$ cat config.mk
export PLATFORM = sky130hd
export DESIGN_NAME = liion_soc_estimator_unit
export DESIGN_NICKNAME = d
export VERILOG_FILES = /design/src/lse_pkg.sv /design/src/lse_soc_calc.sv /design/src/liion_soc_estimator_unit.sv
export SDC_FILE = /design/constraint.sdc
export NUM_CORES = 1
export LEC_CHECK = 0
export BUFFER_PORTS_ARGS = -buffer_cell sky130_fd_sc_hd__buf_4
export CAP_MARGIN = 30
export CORE_ASPECT_RATIO = 0.5
export CORE_MARGIN = 2
export CORE_UTILIZATION = 25
export CTS_CLUSTER_DIAMETER = 30
export DETAILED_ROUTE_END_ITERATION = 8
export PLACE_DENSITY = 0.39
export SYNTH_ARGS = -nofsm -noshare
export SYNTH_HDL_FRONTEND = slang
export SYNTH_SLANG_ARGS = --single-unit
$ cat constraint.sdc
create_clock -name clk -period 17.9 [get_ports clk]
set_input_delay 3.58 -clock clk [delete_from_list [all_inputs] [get_ports clk]]
set_output_delay 3.58 -clock clk [all_outputs]
set_load 0.05 [all_outputs]
$ cat src/lse_pkg.sv
package lse_pkg;

    localparam int ANCHOR_COUNT = 12;
    localparam int MV_W = 16;
    localparam int PCT_W = 7;
    localparam int HALF_W = 8;
    localparam int DV_W = 8;
    localparam int SEG_W = 4;
    localparam int DIFF_W = 8;
    localparam int SLOPE_W = 5;
    localparam int PROD_W = DIFF_W + SLOPE_W;
    localparam int QUO_W = 5;

    // Curve anchors, highest voltage first
    localparam logic [MV_W-1:0] ANCHOR_MV [ANCHOR_COUNT] = '{
        16'd4200, 16'd4100, 16'd4000, 16'd3900, 16'd3800, 16'd3700,
        16'd3600, 16'd3500, 16'd3400, 16'd3300, 16'd3200, 16'd3000
    };
    localparam logic [PCT_W-1:0] ANCHOR_PCT [ANCHOR_COUNT] = '{
        7'd100, 7'd94, 7'd85, 7'd74, 7'd60, 7'd45,
        7'd28, 7'd15, 7'd8, 7'd4, 7'd2, 7'd0
    };

    // Percent gained per 100 mV in the segment whose lower anchor is entry k.
    // The bottom segment spans 200 mV for 2 percent, so it reads as 1 per 100 mV.
    localparam logic [SLOPE_W-1:0] SEG_SLOPE [ANCHOR_COUNT] = '{
        5'd0, 5'd6, 5'd9, 5'd11, 5'd14, 5'd15,
        5'd17, 5'd13, 5'd7, 5'd4, 5'd2, 5'd1
    };

    localparam int SEG_SPAN_MV = 100;
    localparam int QUO_STEPS = 17;

    // Decivolt rounding: (mv + 50) / 100 by reciprocal 5243 / 2^19
    localparam int DV_SAT = 254;
    localparam logic [MV_W-1:0] DV_SAT_MV = 16'(DV_SAT * 100 - 50);
    localparam int DV_X_W = 15;
    localparam int DV_RECIP_W = 13;
    localparam logic [DV_RECIP_W-1:0] DV_RECIP = 13'd5243;
    localparam int DV_SHIFT = 19;
    localparam int DV_PROD_W = DV_X_W + DV_RECIP_W;

    typedef struct packed {
        logic [PCT_W-1:0]  pct;
        logic [HALF_W-1:0] half;
        logic [DV_W-1:0]   dv;
    } lse_result_t;

endpackage

$ cat src/lse_soc_calc.sv
module lse_soc_calc (
    input  logic [lse_pkg::MV_W-1:0] mv,
    output lse_pkg::lse_result_t     res
);
    import lse_pkg::*;

    logic [SEG_W-1:0]      seg;
    logic                  above;
    logic                  below;
    logic [MV_W-1:0]       diff_full;
    logic [DIFF_W-1:0]     diff;
    logic [PROD_W-1:0]     prod;
    logic [QUO_W-1:0]      quo;
    logic [PCT_W-1:0]      pct;
    logic [MV_W-1:0]       dv_x_full;
    logic [DV_PROD_W-1:0]  dv_prod;
    logic [DV_W-1:0]       dv;

    // Pick the segment: lowest-index anchor at or below the voltage
    always_comb
    begin
        seg = SEG_W'(ANCHOR_COUNT - 1);
        for (int k = ANCHOR_COUNT - 1; k >= 1; k--)
        begin
            if (mv >= ANCHOR_MV[k])
            begin
                seg = SEG_W'(k);
            end
        end
    end

    assign above = (mv >= ANCHOR_MV[0]);
    assign below = (mv <= ANCHOR_MV[ANCHOR_COUNT-1]);

    // Offset inside the segment stays under 200 mV when in range
    assign diff_full = mv - ANCHOR_MV[seg];
    assign diff = diff_full[DIFF_W-1:0];
    assign prod = PROD_W'(diff) * PROD_W'(SEG_SLOPE[seg]);

    // Truncating divide by the 100 mV span through parallel threshold compares
    always_comb
    begin
        quo = '0;
        for (int j = 1; j < QUO_STEPS; j++)
        begin
            if (prod >= PROD_W'(j * SEG_SPAN_MV))
            begin
                quo = QUO_W'(j);
            end
        end
    end

    always_comb
    begin
        if (above)
        begin
            pct = ANCHOR_PCT[0];
        end
        else if (below)
        begin
            pct = '0;
        end
        else
        begin
            pct = ANCHOR_PCT[seg] + PCT_W'(quo);
        end
    end

    // Round to decivolts; saturate before the reciprocal multiply loses accuracy
    assign dv_x_full = mv + MV_W'(SEG_SPAN_MV / 2);
    assign dv_prod = DV_PROD_W'(dv_x_full[DV_X_W-1:0]) * DV_PROD_W'(DV_RECIP);
    assign dv = (mv >= DV_SAT_MV) ? DV_W'(DV_SAT) : dv_prod[DV_SHIFT +: DV_W];

    assign res.pct = pct;
    assign res.half = {pct, 1'b0};
    assign res.dv = dv;

endmodule

$ cat src/liion_soc_estimator_unit.sv
// An accepted input beat is held in the input register, and its result in the
// result register. Throughput: one beat per cycle while the output is not
// stalled; curve lookup, interpolation and rounding are combinational between.
// A stalled result holds while one more input beat waits in the input register.
// Reset (rst_n low, asynchronous) empties both stages; payloads are not reset.
module liion_soc_estimator_unit (
    input  logic                      clk,
    input  logic                      rst_n,
    input  logic                      in_valid,
    output logic                      in_stall,
    input  logic [lse_pkg::MV_W-1:0]  battery_mv,
    output logic                      out_valid,
    input  logic                      out_stall,
    output logic [lse_pkg::PCT_W-1:0] charge_percent,
    output logic [lse_pkg::HALF_W-1:0] charge_half_percent,
    output logic [lse_pkg::DV_W-1:0]  voltage_decivolts
);
    import lse_pkg::*;

    logic              in_valid_reg;
    logic              in_valid_next;
    logic [MV_W-1:0]   mv_reg;
    logic              out_valid_reg;
    logic              out_valid_next;
    lse_result_t       res_reg;
    lse_result_t       calc_res;
    logic              out_free;

    assign out_free = !out_valid_reg || !out_stall;
    assign in_stall = in_valid_reg && !out_free;

    lse_soc_calc u_calc (
        .mv  (mv_reg),
        .res (calc_res)
    );

    // Advance the input stage unless it holds a beat that cannot move on
    assign in_valid_next = in_stall ? in_valid_reg : in_valid;
    assign out_valid_next = out_free ? in_valid_reg : out_valid_reg;

    always_ff @(posedge clk or negedge rst_n)
    begin
        if (!rst_n)
        begin
            in_valid_reg <= 1'b0;
            out_valid_reg <= 1'b0;
        end
        else
        begin
            in_valid_reg <= in_valid_next;
            out_valid_reg <= out_valid_next;
        end
    end

    // Capture payloads
    always_ff @(posedge clk)
    begin
        if (!in_stall && in_valid)
        begin
            mv_reg <= battery_mv;
        end
        if (out_free && in_valid_reg)
        begin
            res_reg <= calc_res;
        end
    end

    assign out_valid = out_valid_reg;
    assign charge_percent = res_reg.pct;
    assign charge_half_percent = res_reg.half;
    assign voltage_decivolts = res_reg.dv;

    // Input side stalls only when both stages are full and the output is held
    a_stall_cause: assert property (@(posedge clk) disable iff (!rst_n)
        in_stall |-> (in_valid_reg && out_valid_reg && out_stall))
        else $error("input stalled without a blocked output");

    // A pending input beat reaches the output once the output drains
    a_forward: assert property (@(posedge clk) disable iff (!rst_n)
        (in_valid_reg && out_free) |=> out_valid_reg)
        else $error("input stage beat lost");

    // Result stays within its range and the half-percent tracks the percent
    a_pct_range: assert property (@(posedge clk) disable iff (!rst_n)
        out_valid_reg |-> (res_reg.pct <= PCT_W'(100)
                           && res_reg.half == {res_reg.pct, 1'b0}))
        else $error("charge result out of range");

    // Decivolts never exceed the saturation value
    a_dv_range: assert property (@(posedge clk) disable iff (!rst_n)
        out_valid_reg |-> (res_reg.dv <= DV_W'(DV_SAT)))
        else $error("decivolt result above saturation");

endmodule
==> flow_summary.toml <==
[final_layout]
final_cell_mix = "156 x inv_1, 139 x ha_1, 86 x fa_1"
n_fill_cell = 3219
layout_commonest_cell = "inv_1"
antenna_cells = 0
area_delta_synth_final_pct = 11.1
final_util = 0.281
regArea_um2 = 981
final_cells = 1241
nNetsFinal = 1086
drive_above_1_share = 0.113
multi_input_area_mm2 = 0.00589
largest_reg_flops = 16

[critical_path]
cp-startpoint = "mv_reg[13]"
cpPeakStageDelay_ns = 0.73
critical_path.top_delay_family = "adder cells"
worst-endpoint-required_ns = 17.91
critPathBufInv = 4
r2r-start = "mv_reg[13]"
worstSetupPathType = "reg2reg"
cp.arrival_ns = 9.84
cp_max_fo = 12
startpoint_type = "flop"
end_kind = "flop"
slowest_stage = "xnor2_1"

[worst_hold_path]
hold_path.class = "reg2reg"
holdCritStartpoint = "in_valid_reg"

[clocking]
cts-root-buf = "clkbuf_16"
cts_tree = "built"
htreeDepth = 2
cts_resized = 0
insertion_delay_ns = 0.28
cts_sinks = 33
cts_max_path_buffers = 2
hold_buffers = 0
cts_buffers = 5
clk_pin_slew_ns = 0.06
post-cts-setup-buffers = 0

[sta]
rsz0062_at_grt = "no"
tightest_slew_ns = 1.06
fin_crit_sh = 0.550
fmaxAchievable_ghz = 0.102
max_slew_margin = 0.290
min_period_ns = 9.84
finClkSkew_ns = 0.0108
drv_slew = 0
setup_viol = 0
hold_viol = 0
setup_slack_ns = 8.06
finalSetupTns_ns = 0

[logic_synthesis]
syn_area_mm2 = 0.00763
synth_cells = 815
synth_top_area_share = 0.228
yosys_warnings = 0
synth_area_per_cell_um2 = 9.36
yosysUniqueCellTypes = 85
synth-edff-count = 31
synth_fp_nets = 1060
synth_seq_cells = 33
async_flop_share = 0.0606
synthFlopType = "edfxtp_1"
ys_seq_area_frac = 0.129
yosysTopAreaCell = "ha_1"
synth_area_leaders = "ha_1 23%, fa_1 23%, edfxtp_1 12%"

[placement]
place.gp.congestion = 0.819
port_buffers = 43
dp.cells = 1233
dpl_worst_slack_ns = 8.05
hpwl_um = 15400

[drt]
top_layer = "met4"
wl_met1_um = 8790
first_pass_iters = 5
wire_per_inst_um = 14.5
num_vias = 5615
met3_length_um = 267
ant_nets = 0
vias_per_cell = 4.52
wl_met2_um = 8790
wl_um = 18000
drc = 0
dr.first_iter.drc_count = 283

[global_route]
grt_pass1_wl_um = 30200
antenna_found_initial = 0
grt.total_usage = 0.116
grt_start_max_net_pins = 17
grt_overflow = 0
grt_pass1_vias = 5871

[die]
core_mm2 = 0.0302
die_y_um = 128
dieWidth_um = 251
initial_core_util = 0.253
num_rows = 45
die_area_mm2 = 0.0320
io_pins = 45

[power]
pwr_density_cell_mw_per_mm2 = 188
p_leak_nw = 3.98
vdd_ir_drop_max_mv = 0.0789

[status]
status = "completed"

[run]
drv_cap = 0
## synth_stat cells, drive strengths merged, types with 15 or more instances
cell type,n
nand2,25
a21oi,41
fa,86
xnor2,25
buf,20
edfxtp,31
xor2,22
o21ai,35
nand3,15
nor2,58
ha,139
inv,156
## metrics by stage
step	hold slack (ns)	power, mW	instance area (um2)
after floorplan	0.443	1.18	7630
after global placement	0.455	1.52	8310
after detailed placement	0.466	1.52	8310
after CTS	0.478	1.64	8480
after global routing	0.500	1.82	8480
final	0.475	1.59	8480
## path summary, 6_finish.rpt
| kind | endpoint | slack [ns] | cells past startpoint |
|---|---|---|---|
| max | charge_percent[6] | 8.06 | 35 |
| min | out_valid | 0.47 | 1 |
| max reg2reg | charge_percent[6] | 8.06 | 35 |
| min reg2reg | out_valid | 0.47 | 1 |
| max in group asynchronous | out_valid | 14.74 | 1 |
| min in group asynchronous | in_valid_reg | 3.08 | 1 |
## final cells by class
cell class	count	area share
multi-input cells	598	0.695
well taps	399	0.0589
clock inverters	3	0.00546
inverters	156	0.0690
flip-flops and latches	33	0.116
repair buffers	47	0.0416
clock buffers	5	0.0148
## where the power goes
group	internal (mW)	leakage, nW	switching [mW]
clock	0.0659	0.0800	0.0350
combinational	0.557	3.60	0.823
sequential	0.104	0.305	0.0101
## kinds of logic (layout without fill, tap and decap cells)
family / after synthesis / in the layout / synth area share
compound gates: 155 / 155 / 0.144
xor+xnor: 47 / 47 / 0.0589
fa+ha+maj: 226 / 226 / 0.455
buf+inv: 184 / 211 / 0.0995
flops: 33 / 33 / 0.129
other cells: 1 / 1 / 0.000491
simple gates: 169 / 169 / 0.113
## worst reg2reg max path: cells and delay by family (launching register included)
kind                       cells  cell delay (ns)
adders and majority gates      8             3.21
AOI/OAI and AO/OA             13             2.70
and+or+nand+nor                8             1.72
xor gates and xnor gates       2             1.12
DFF                            1             0.43
buffers and inverters          4             0.39
## per-layer routing
metal | vias up | GRT usage
met3 | 13 | 0.0106
met4 | 0 | 0.0200
met1 | 2761 | 0.155
met5 | - | 0
met2 | 50 | 0.208
li1 | 2791 | -
Note: power is estimated with default switching activity, not from simulation.
